## src/hdl/deq_pkg.sv

```systemverilog
// Shared types, codes and constants of the double-ended queue.
`default_nettype none

package deq_pkg;

    // Default number of cells in the row.
    localparam int unsigned DEPTH_DEFAULT = 16;

    // Widths of the payload fields.
    localparam int unsigned DATA_W = 32;
    localparam int unsigned REQ_W  = 2;
    localparam int unsigned STAT_W = 2;
    localparam int unsigned OCC_W  = 5;

    // Request kinds.
    localparam logic [REQ_W-1:0] REQ_PUSH_FRONT = 2'd0;
    localparam logic [REQ_W-1:0] REQ_PUSH_REAR  = 2'd1;
    localparam logic [REQ_W-1:0] REQ_POP_FRONT  = 2'd2;
    localparam logic [REQ_W-1:0] REQ_POP_REAR   = 2'd3;

    // Result status codes.
    localparam logic [STAT_W-1:0] ST_OK    = 2'd0;
    localparam logic [STAT_W-1:0] ST_EMPTY = 2'd1;
    localparam logic [STAT_W-1:0] ST_FULL  = 2'd2;

    // Word returned by a pop from an empty queue.
    localparam logic [DATA_W-1:0] EMPTY_WORD = '1;

    // Qualified operations handed from the control to the cell row.
    typedef struct packed {
        logic push_front;
        logic push_rear;
        logic pop_front;
        logic pop_rear;
    } deq_ctrl_t;

endpackage

`default_nettype wire

```

## src/hdl/deq_cell.sv

```systemverilog
// One cell of the queue row: holds one word and trades it with its neighbours.
`default_nettype none

module deq_cell #(
    parameter int unsigned CNT_W = 5,
    parameter int unsigned IDX   = 0
) (
    input  wire                        clk,
    input  wire deq_pkg::deq_ctrl_t    ctrl,
    input  wire  [CNT_W-1:0]           count,
    input  wire  [deq_pkg::DATA_W-1:0] left_data,
    input  wire  [deq_pkg::DATA_W-1:0] right_data,
    input  wire  [deq_pkg::DATA_W-1:0] push_value,
    output logic [deq_pkg::DATA_W-1:0] data,
    output logic [deq_pkg::DATA_W-1:0] rear_data
);

    // This cell is written by a rear push when the count equals its position,
    // and it holds the rear entry when the count is one past its position.
    localparam logic [CNT_W-1:0] WR_POS = CNT_W'(IDX);
    localparam logic [CNT_W-1:0] RD_POS = CNT_W'(IDX + 1);

    logic [deq_pkg::DATA_W-1:0] data_reg;
    logic [deq_pkg::DATA_W-1:0] data_next;

    // A front push moves every word one cell towards the rear; a front pop
    // moves every word one cell towards the front.
    always_comb
    begin
        data_next = data_reg;
        if (ctrl.push_front)
        begin
            data_next = left_data;
        end
        else if (ctrl.pop_front)
        begin
            data_next = right_data;
        end
        else if (ctrl.push_rear && (count == WR_POS))
        begin
            data_next = push_value;
        end
    end

    always_ff @(posedge clk)
    begin
        data_reg <= data_next;
    end

    // The word is offered to the rear select tree only by the rear cell.
    assign data      = data_reg;
    assign rear_data = (count == RD_POS) ? data_reg : '0;

endmodule

`default_nettype wire

```

## src/hdl/deq_chain.sv

```systemverilog
// Row of queue cells with the front tap and the rear select tree.
`default_nettype none

module deq_chain #(
    parameter int unsigned DEPTH = deq_pkg::DEPTH_DEFAULT,
    parameter int unsigned CNT_W = $clog2(DEPTH + 1)
) (
    input  wire                        clk,
    input  wire deq_pkg::deq_ctrl_t    ctrl,
    input  wire  [CNT_W-1:0]           count,
    input  wire  [deq_pkg::DATA_W-1:0] push_value,
    output logic [deq_pkg::DATA_W-1:0] front_data,
    output logic [deq_pkg::DATA_W-1:0] rear_data
);

    logic [deq_pkg::DATA_W-1:0] cell_data [DEPTH];
    logic [deq_pkg::DATA_W-1:0] cell_rear [DEPTH];

    // The row itself: the first cell takes the pushed word from the left,
    // the last cell keeps its own word when the row moves to the front.
    for (genvar i = 0; i < DEPTH; i++)
    begin : g_cell
        logic [deq_pkg::DATA_W-1:0] left_w;
        logic [deq_pkg::DATA_W-1:0] right_w;

        if (i == 0)
        begin : g_first
            assign left_w = push_value;
        end
        else
        begin : g_inner_left
            assign left_w = cell_data[i-1];
        end

        if (i == DEPTH - 1)
        begin : g_last
            assign right_w = cell_data[i];
        end
        else
        begin : g_inner_right
            assign right_w = cell_data[i+1];
        end

        deq_cell #(
            .CNT_W (CNT_W),
            .IDX   (i)
        ) u_cell (
            .clk        (clk),
            .ctrl       (ctrl),
            .count      (count),
            .left_data  (left_w),
            .right_data (right_w),
            .push_value (push_value),
            .data       (cell_data[i]),
            .rear_data  (cell_rear[i])
        );
    end

    // The front entry always sits in the first cell.
    assign front_data = cell_data[0];

    // At most one cell offers its word, so an OR over the row selects it.
    always_comb
    begin
        rear_data = '0;
        for (int i = 0; i < DEPTH; i++)
        begin
            rear_data = rear_data | cell_rear[i];
        end
    end

endmodule

`default_nettype wire

```

## src/hdl/double_ended_queue_top.sv

```systemverilog
// Double-ended queue of 32-bit words: control, cell row and result register.
//
// Requests arrive on the s_axis channel: s_axis_tuser carries the request
// kind (push front, push rear, pop front, pop rear) and s_axis_tdata the word
// to push. Each request gives exactly one result on the m_axis channel: the
// popped word and the occupancy after the request in m_axis_tdata, and the
// status (ok, pop on empty, push on full) in m_axis_tuser.
// A pop from an empty queue returns all ones; a push into a full queue is
// dropped and reported. Pushes return a zero word.
// The result is registered at the accepting edge and shown on m_axis straight after it.
// Throughput is one request per cycle while results are taken: the whole cell
// row moves, or the rear cell is written, in the cycle of the transfer, and a
// rear pop is read through the select tree over the row in that same cycle.
// The result register accepts a new request in the cycle its content leaves;
// when the receiver stalls, the result holds and s_axis_tready drops until
// it is taken.
// Reset empties the queue and clears the result valid flag; the cell contents
// are left as they are and are never read before being written again.
`default_nettype none

module double_ended_queue_top #(
    parameter int unsigned DEPTH = deq_pkg::DEPTH_DEFAULT
) (
    input  wire         clk,
    input  wire         rst_n,
    input  wire         s_axis_tvalid,
    output logic        s_axis_tready,
    input  wire  [31:0] s_axis_tdata,  // [31:0] push_value
    input  wire  [1:0]  s_axis_tuser,  // [1:0] req_type
    output logic        m_axis_tvalid,
    input  wire         m_axis_tready,
    output logic [39:0] m_axis_tdata,  // [31:0] pop_value, [36:32] occupancy, rest zero
    output logic [1:0]  m_axis_tuser   // [1:0] status
);

    localparam int unsigned CNT_W = $clog2(DEPTH + 1);
    localparam logic [CNT_W-1:0] FULL_COUNT = CNT_W'(DEPTH);

    logic                        accept;
    logic                        full;
    logic                        empty;
    logic [deq_pkg::REQ_W-1:0]   req_type;
    deq_pkg::deq_ctrl_t          ctrl;
    logic [CNT_W-1:0]            count_reg;
    logic [CNT_W-1:0]            count_next;
    logic [CNT_W+deq_pkg::OCC_W-1:0] occ_wide;
    logic [deq_pkg::DATA_W-1:0]  front_data;
    logic [deq_pkg::DATA_W-1:0]  rear_data;
    logic [deq_pkg::DATA_W-1:0]  value_next;
    logic [deq_pkg::STAT_W-1:0]  status_next;
    logic                        out_valid_reg;
    logic [deq_pkg::DATA_W-1:0]  pop_value_reg;
    logic [deq_pkg::STAT_W-1:0]  status_reg;
    logic [deq_pkg::OCC_W-1:0]   occupancy_reg;

    // A request is taken whenever the result register is free or drains now.
    assign s_axis_tready = !out_valid_reg || m_axis_tready;
    assign accept        = s_axis_tvalid && s_axis_tready;
    assign req_type      = s_axis_tuser;
    assign full          = (count_reg == FULL_COUNT);
    assign empty         = (count_reg == '0);

    // Qualify the request against the fill state of the queue.
    always_comb
    begin
        ctrl.push_front = accept && (req_type == deq_pkg::REQ_PUSH_FRONT) && !full;
        ctrl.push_rear  = accept && (req_type == deq_pkg::REQ_PUSH_REAR) && !full;
        ctrl.pop_front  = accept && (req_type == deq_pkg::REQ_POP_FRONT) && !empty;
        ctrl.pop_rear   = accept && (req_type == deq_pkg::REQ_POP_REAR) && !empty;
    end

    // Entry count after the request.
    always_comb
    begin
        count_next = count_reg;
        if (ctrl.push_front || ctrl.push_rear)
        begin
            count_next = count_reg + CNT_W'(1);
        end
        else if (ctrl.pop_front || ctrl.pop_rear)
        begin
            count_next = count_reg - CNT_W'(1);
        end
    end

    assign occ_wide = {{deq_pkg::OCC_W{1'b0}}, count_next};

    // The row of cells holding the queued words.
    deq_chain #(
        .DEPTH (DEPTH),
        .CNT_W (CNT_W)
    ) u_chain (
        .clk        (clk),
        .ctrl       (ctrl),
        .count      (count_reg),
        .push_value (s_axis_tdata),
        .front_data (front_data),
        .rear_data  (rear_data)
    );

    // Result word and status for the request.
    always_comb
    begin
        value_next  = '0;
        status_next = deq_pkg::ST_OK;
        case (req_type)
            deq_pkg::REQ_PUSH_FRONT, deq_pkg::REQ_PUSH_REAR:
            begin
                if (full)
                begin
                    status_next = deq_pkg::ST_FULL;
                end
            end
            deq_pkg::REQ_POP_FRONT:
            begin
                if (empty)
                begin
                    value_next  = deq_pkg::EMPTY_WORD;
                    status_next = deq_pkg::ST_EMPTY;
                end
                else
                begin
                    value_next = front_data;
                end
            end
            deq_pkg::REQ_POP_REAR:
            begin
                if (empty)
                begin
                    value_next  = deq_pkg::EMPTY_WORD;
                    status_next = deq_pkg::ST_EMPTY;
                end
                else
                begin
                    value_next = rear_data;
                end
            end
            default:
            begin
                value_next  = '0;
                status_next = deq_pkg::ST_OK;
            end
        endcase
    end

    // Control state: entry count and result valid flag.
    always_ff @(posedge clk or negedge rst_n)
    begin
        if (!rst_n)
        begin
            count_reg     <= '0;
            out_valid_reg <= 1'b0;
        end
        else
        begin
            count_reg <= count_next;
            if (accept)
            begin
                out_valid_reg <= 1'b1;
            end
            else if (m_axis_tready)
            begin
                out_valid_reg <= 1'b0;
            end
        end
    end

    // Result payload, loaded on every accepted transfer.
    always_ff @(posedge clk)
    begin
        if (accept)
        begin
            pop_value_reg <= value_next;
            status_reg    <= status_next;
            occupancy_reg <= occ_wide[deq_pkg::OCC_W-1:0];
        end
    end

    assign m_axis_tvalid = out_valid_reg;
    assign m_axis_tdata  = {3'b000, occupancy_reg, pop_value_reg};
    assign m_axis_tuser  = status_reg;

endmodule

`default_nettype wire

```

## config.mk

```make
export PLATFORM = sky130hd
export DESIGN_NAME = double_ended_queue_top
export DESIGN_NICKNAME = d
export VERILOG_FILES = /design/src/hdl/deq_pkg.sv /design/src/hdl/deq_cell.sv /design/src/hdl/deq_chain.sv /design/src/hdl/double_ended_queue_top.sv
export SDC_FILE = /design/constraint.sdc
export NUM_CORES = 1
export LEC_CHECK = 0
export ABC_AREA = 1
export ABC_CLOCK_PERIOD_IN_PS = 9500
export BUFFER_PORTS_ARGS = -buffer_cell sky130_fd_sc_hd__buf_2
export CORE_ASPECT_RATIO = 1.2
export CORE_MARGIN = 5
export CORE_UTILIZATION = 45
export CTS_BUF_LIST = sky130_fd_sc_hd__clkbuf_4
export DETAILED_ROUTE_END_ITERATION = 16
export HOLD_SLACK_MARGIN = 0.12
export PLACE_DENSITY = 0.6
export SLEW_MARGIN = 25
export SYNTH_ARGS = -nofsm -noshare
export SYNTH_HDL_FRONTEND = slang
export SYNTH_SLANG_ARGS = --single-unit
```

## constraint.sdc

```tcl
create_clock -name clk -period 9.5 [get_ports clk]
set_clock_uncertainty 0.05 [all_clocks]
set_input_delay 1.9 -clock clk [delete_from_list [all_inputs] [get_ports clk]]
set_output_delay 1.9 -clock clk [all_outputs]
set_load 0.02 [all_outputs]
```

=== Word-level counts from Yosys, hierarchy flattened ===
Index checks and enable logic that the tools add are counted.

* Bits in registers: 557
* Bits of input ports: 38
* Output and inout bits: 44
* Logic and storage cells: 185

* Add/sub/neg operators: 2
* Eq/ne operators: 20
* Muxes and demuxes: 74
* Bitwise logic cells: 15
* Reductions and logical operators: 53

{| class="wikitable"
|+ Operator list
! kind !! count
|-
| $mux W32 || 66
|-
| $or A32 B32 Y32 || 15
|-
| $pmux W32 S2 || 1
|-
| $reduce_bool A3 Y1 || 15
|-
| $eq A5 B4 Y1 const B || 8
|-
| $logic_and A1 B1 Y1 || 25
|-
| $eq A5 B3 Y1 const B || 4
|-
| $eq A5 B2 Y1 const B || 2
|-
| $mux W5 || 2
|-
| $add A5 B1 Y5 const B || 1
|-
| $eq A5 B1 Y1 const B || 1
|-
| $eq A5 B5 Y1 const B || 1
|-
| $logic_not A5 Y1 || 1
|-
| $sub A5 B1 Y5 const B || 1
|-
| $eq A2 B2 Y1 const B || 2
|-
| $pmux W2 S2 || 1
|-
| $reduce_bool A2 Y1 || 2
|-
| $reduce_or A2 Y1 || 2
|-
| $logic_not A1 Y1 || 3
|-
| $logic_or A1 B1 Y1 || 3
|-
| $mux W1 || 3
|-
| $eq A2 B1 Y1 const B || 1
|-
| $logic_not A2 Y1 || 1
|-
| $mux W2 || 1
|-
| 2 further kinds || 2
|}

=== Depth between registers and ports, before layout ===
* Depth in word-level cells: 19
* Depth in mapped cells: 14
* Gate-level depth less buffers: 12

=== Cells and area by module ===
From an unflattened synthesis, not the netlist that was laid out.

* Cell total of the unflattened synthesis: 6115
* Area total of the unflattened synthesis: 41307.1 µm²

{| class="wikitable"
|+ Modules (own cells, without submodules)
! module !! instances !! cells an instance !! area each (µm²) !! sequential area each (µm²)
|-
| deq_cell at u_chain.g_cell[2].u_cell ... || 3 || 320 || 2203.4 || 960.9
|-
| deq_cell at u_chain.g_cell[5].u_cell ... || 2 || 354 || 2522.4 || 960.9
|-
| deq_cell at u_chain.g_cell[10].u_cell ... || 2 || 323 || 2258.4 || 960.9
|-
| deq_cell at u_chain.g_cell[14].u_cell || 1 || 349 || 2484.9 || 960.9
|-
| deq_cell at u_chain.g_cell[15].u_cell || 1 || 351 || 2387.3 || 960.9
|-
| deq_cell at u_chain.g_cell[13].u_cell || 1 || 351 || 2364.8 || 960.9
|-
| deq_cell at u_chain.g_cell[3].u_cell || 1 || 351 || 2358.5 || 960.9
|-
| deq_cell at u_chain.g_cell[1].u_cell || 1 || 349 || 2356.0 || 960.9
|-
| deq_cell at u_chain.g_cell[7].u_cell || 1 || 351 || 2353.5 || 960.9
|-
| double_ended_queue_top || 1 || 229 || 2344.7 || 1321.3
|-
| deq_cell at u_chain.g_cell[11].u_cell || 1 || 351 || 2282.2 || 960.9
|-
| deq_cell at u_chain.g_cell[0].u_cell || 1 || 321 || 2207.1 || 960.9
|-
| deq_cell at u_chain.g_cell[12].u_cell || 1 || 318 || 2194.6 || 960.9
|-
| deq_chain || 1 || 480 || 1801.7 || 0.0
|}

=== Worst setup path before layout ===
Ideal clock, no wire load.

* Kind: input to register
* From: input m_axis_tready
* To: register u_chain.g_cell[0].u_cell.data_reg (netlist bit u_chain.g_cell[0].u_cell.data[0]) (enable)
* Library setup time: 0.466 ns
* Arrival time: 5.465 ns
* Data required time: 8.984 ns
* Slack: 3.519 ns
* Stages on the path: 7
* Buffers on the path: 1
* Cell sequence: inv_1 > nand2_1 > nand2_1 > inv_2 > nand3_4 > clkbuf_1 > o21ai_0

* Cells in the longest elaborated chain, start to end: 6
* Elaborated cells on any way between the ends: 10
* Those cells by class: reduce/logical (10)

{| class="wikitable"
|+ RTL lines
! what !! line !! RTL
|-
| start, declared || double_ended_queue_top.sv:31 || <nowiki>input wire m_axis_tready,</nowiki>
|-
| $logic_or A1 B1 Y1 * || double_ended_queue_top.sv:57 || <nowiki>assign s_axis_tready = !out_valid_reg || m_axis_tready;</nowiki>
|-
| named net s_axis_tready || double_ended_queue_top.sv:27 || <nowiki>output logic s_axis_tready,</nowiki>
|-
| $logic_and A1 B1 Y1 * || double_ended_queue_top.sv:58 || <nowiki>assign accept = s_axis_tvalid && s_axis_tready;</nowiki>
|-
| named net accept || double_ended_queue_top.sv:39 || <nowiki>logic accept;</nowiki>
|-
| $logic_and A1 B1 Y1 (2 in a row) || double_ended_queue_top.sv:67 || <nowiki>ctrl.push_rear = accept && (req_type == deq_pkg::REQ_PUSH_REAR) && !full;</nowiki>
|-
| $logic_and A1 B1 Y1 || deq_cell.sv:39 || <nowiki>else if (ctrl.push_rear && (count == WR_POS))</nowiki>
|-
| $reduce_bool A3 Y1 (no line) * || -- ||
|-
| end signal, assigned || deq_cell.sv:47 || <nowiki>data_reg <= data_next;</nowiki>
|-
| end, declared || deq_cell.sv:23 || <nowiki>logic [deq_pkg::DATA_W-1:0] data_reg;</nowiki>
|}

The timed path passes the listed nets; every way through them passes the cells marked *.
A chain may end at the register's enable or synchronous reset.

=== Worst setup path after layout ===
* From: register count_reg[2]
* To: register u_chain.g_cell[3].u_cell.data_reg (netlist bit u_chain.g_cell[3].u_cell.data[27]) (data pin)

* Cells in the longest elaborated chain, start to end: 5
* Elaborated cells on any way between the ends: 8
* Those cells by class: eq/ne (1); mux (2); reduce/logical (5)

{| class="wikitable"
|+ RTL lines
! what !! line !! RTL
|-
| start, declared || double_ended_queue_top.sv:44 || <nowiki>logic [CNT_W-1:0] count_reg;</nowiki>
|-
| start signal, assigned || double_ended_queue_top.sv:156 || <nowiki>count_reg <= count_next;</nowiki>
|-
| $logic_not A5 Y1 || double_ended_queue_top.sv:61 || <nowiki>assign empty = (count_reg == '0);</nowiki>
|-
| $logic_not A1 Y1 || double_ended_queue_top.sv:68 || <nowiki>ctrl.pop_front = accept && (req_type == deq_pkg::REQ_POP_FRONT) && !empty;</nowiki>
|-
| $logic_and A1 B1 Y1 || double_ended_queue_top.sv:68 ||
|-
| $mux W32 || deq_cell.sv:35 || <nowiki>else if (ctrl.pop_front)</nowiki>
|-
| $mux W32 * || deq_cell.sv:31 || <nowiki>if (ctrl.push_front)</nowiki>
|-
| named net u_chain.g_cell[3].u_cell.data_next, one bit || deq_cell.sv:24 || <nowiki>logic [deq_pkg::DATA_W-1:0] data_next;</nowiki>
|-
| end signal, assigned || deq_cell.sv:47 ||
|-
| end, declared || deq_cell.sv:23 ||
|}

Marked as above.

==> impl_results.md <==
- Critical Path Fanout Max: 46
- Vias in the first global route: 24860
- Worst r2r path cells: 10
- First-pass GRT wire length: ~160000 um
- Initial cell density of the core: 0.4533
- Via Count: approximately 27000
- Max layer used: met4
- Share of cells above drive strength 1: 0.1374
- CTS Buf Count: around 150
- Max reg flops: between 500 and 600
- Filler Cell Count: 6613
- Ys async rst share: 0.01077
- Drt pass-1 iters: 6
- Die height: around 300 um
- Post-synth cell types: 32
- Crit. End Element: flip-flop
- Dpl hpwl: 59120 um
- I/O pin count: 82
- Row cnt: ~100
- Worst-skew pair later-pin latency: between 900 and 1000 ps
- Post-layout instance area: about 33000 sq um
- Worst path cell trace: nor2_4, buf_4, nand2_2, buf_4, nand3_4, nor2_8, inv_4, buf_4, nand3_1, o211ai_1
- Peak Freq: between 150 and 200 MHz
- YS warnings: 0
- DR vias/cell: 5.791
- Fin nets: 3635
- Post-Syn Area: roughly 30000 sq um
- Final WL: 106800 um
- H-tree levels: 4
- Seq/Total Area, Yosys: 0.5507
- PostCTS Resize Cnt: 0
- Slew @ Worst Pin: about 1100 ps
- Maximum Capacitance Violations: 0
- IO Port Bufs: 78
- Crit path DAT: 5880 ps
- Routed wire length on met3: about 11000 um
- Outcome: finished, final reports clean
- Slew Limit Headroom: 0.2754
- Hold_buf cts: 0
- Commonest non-fill, non-tap cell in the layout: nand2_1
- Wire per inst: roughly 23 um
- Largest net degree at the start of global routing: 216
- Crit path launch type: flip-flop
- Maximum vdd drop: ~0.00017 V
- Gr ovfl total: 0
- Pleak: between 0.01 and 0.015 uW
- CTS tree: yes
- Most used cell, CP: buf_4
- Syn Area/Cell: between 8 and 9 sq um
- Clock Tree Buf Depth: 3
- Initial antenna violation count: 2
- Post-Route M1 WL: roughly 43000 um
- Top_reg_cell synth: edfxtp_1
- Post-place instance area: between 30000 and 40000 sq um
- Root Driver: clkbuf_4
- Final setup vio count: 0
- DIE WIDTH: 247.0 um
- Synthesized instance count: 3546
- Final Cycle Share: 0.5439
- Most frequent cells in the layout: nand2_1 (1574), nand3_1 (591), edfxtp_1 (551)
- Postcts setup bufs: 0
- Unrepaired setup endpoints after global routing: no
- Clk sinks: between 500 and 600
- Post-route DRC: 0
- Clk pin slew, worst setup/hold paths: 60 ps
- EDFF count, synth: about 550
- Gr usage total: 0.2873
- Worst path slowest cell: nor2_4
- Core footprint: around 67000 sq um
- Hold slack: between 400 and 500 ps
- Placer congestion estimate: roughly 0.86
- Synth-to-Final Area Change: 8.835%
- Worst Path Required: around 10000 ps
- Minimum clock period: approximately 5200 ps
- Hold Crit Depth: 2
- Slew Viols, Final: 0
- Final hold vios: 0
- Hold Path Class: reg -> reg
- Routed Antenna Nets: 0
- Pwr per Cell Area: around 230 nW/um^2
- Biggest cell delay along the critical path: around 750 ps
- DIE AREA: 72690 sq um
- Kind of critical path: reg -> reg
- Final TNS setup: 0 ps
- Wire length on met2: 48970 um
- Flops & latches, synth: approximately 560
- Fin util: 0.4934
- DR iter-0 viols: 3641
[metal layers]
layer | vias up | global-route usage
met5 | - | 0
met4 | 0 | 0.1271
met3 | 292 | 0.05315
met2 | 1630 | 0.4473
met1 | 12630 | 0.3948
li1 | 12010 | -
[worst paths after layout]
path	startpoint	to	slack (ps)
max in group asynchronous	rst_n	count_reg[1]	8520
hold / removal	m_axis_tvalid	m_axis_tvalid	480
min in group asynchronous	rst_n	count_reg[4]	710
hold reg to reg	m_axis_tvalid	m_axis_tvalid	480
setup reg to reg	count_reg[2]	u_chain.g_cell[3].u_cell.data[27]	4330
setup / recovery	count_reg[2]	u_chain.g_cell[3].u_cell.data[27]	4330
[critical path, delay by kind of cell (launching register included)]
family,cells,cell delay (ps)
flip-flops,1,510
buffers and inverters,4,2040
AND/OR/NAND/NOR,5,2010
AO/OA/AOI/OAI,1,280
[logic make-up after synthesis]
| group | Yosys count | share of synthesized area |
|---|---|---|
| adders and majority gates | 6 | 0.002476 |
| and+or+nand+nor | 2461 | 0.3576 |
| DFF | 557 | 0.5507 |
| other | 1 | 0.0001237 |
| buffers and inverters | 340 | 0.05662 |
| xor gates and xnor gates | 3 | 0.0008667 |
| AOI/OAI and AO/OA | 178 | 0.03169 |
[metrics by stage]
| step | setup slack, ps | instances | total power (uW) |
|---|---|---|---|
| 3_5_place_dp | 3555 | 4341 | 5559 |
| 6_report | 4333 | 4587 | 7675 |
| 2_1_floorplan | 3519 | 3548 | 4596 |
| 4_1_cts | 4395 | 4584 | 7661 |
| 3_3_place_gp | 3564 | 4339 | 5535 |
| 5_1_grt | 4198 | 4586 | 7997 |
[power by group]
| group | internal, uW | total (uW) | switching (uW) |
|---|---|---|---|
| clock network | 1060 | 2110 | 1040 |
| logic | 511 | 2270 | 1760 |
| registers | 3090 | 3300 | 211 |
[synth_stat cells (3+ instances only)]
library cell | n | area share
ha_1 | 6 | 0.0025
nand2_1 | 1581 | 0.20
inv_1 | 96 | 0.012
nor2_1 | 182 | 0.023
clkbuf_1 | 76 | 0.0094
inv_2 | 4 | 0.00050
xor2_1 | 3 | 0.00087
o211ai_1 | 26 | 0.0064
buf_4 | 7 | 0.0017
dfrtp_1 | 6 | 0.0050
o21ai_0 | 130 | 0.021
edfxtp_1 | 551 | 0.55
nand3_1 | 591 | 0.098
nand3_4 | 27 | 0.016
o21ai_1 | 18 | 0.0030
buf_6 | 30 | 0.011
buf_2 | 112 | 0.018
nand3_2 | 72 | 0.024
buf_1 | 9 | 0.0011
[cell type report]
class,instances,area (sq um),share of cell area
flip-flops and latches,557,16700,0.5060
clock buffers,218,1637,0.04959
well taps,901,1127,0.03416
clock inverters,25,123.9,0.003754
inverters,103,399.1,0.01210
repair buffers,129,838.3,0.02540
diodes,3,7.507,0.0002275
multi-input cells,2651,12170,0.3688
Note: power is estimated with default switching activity, not from simulation.
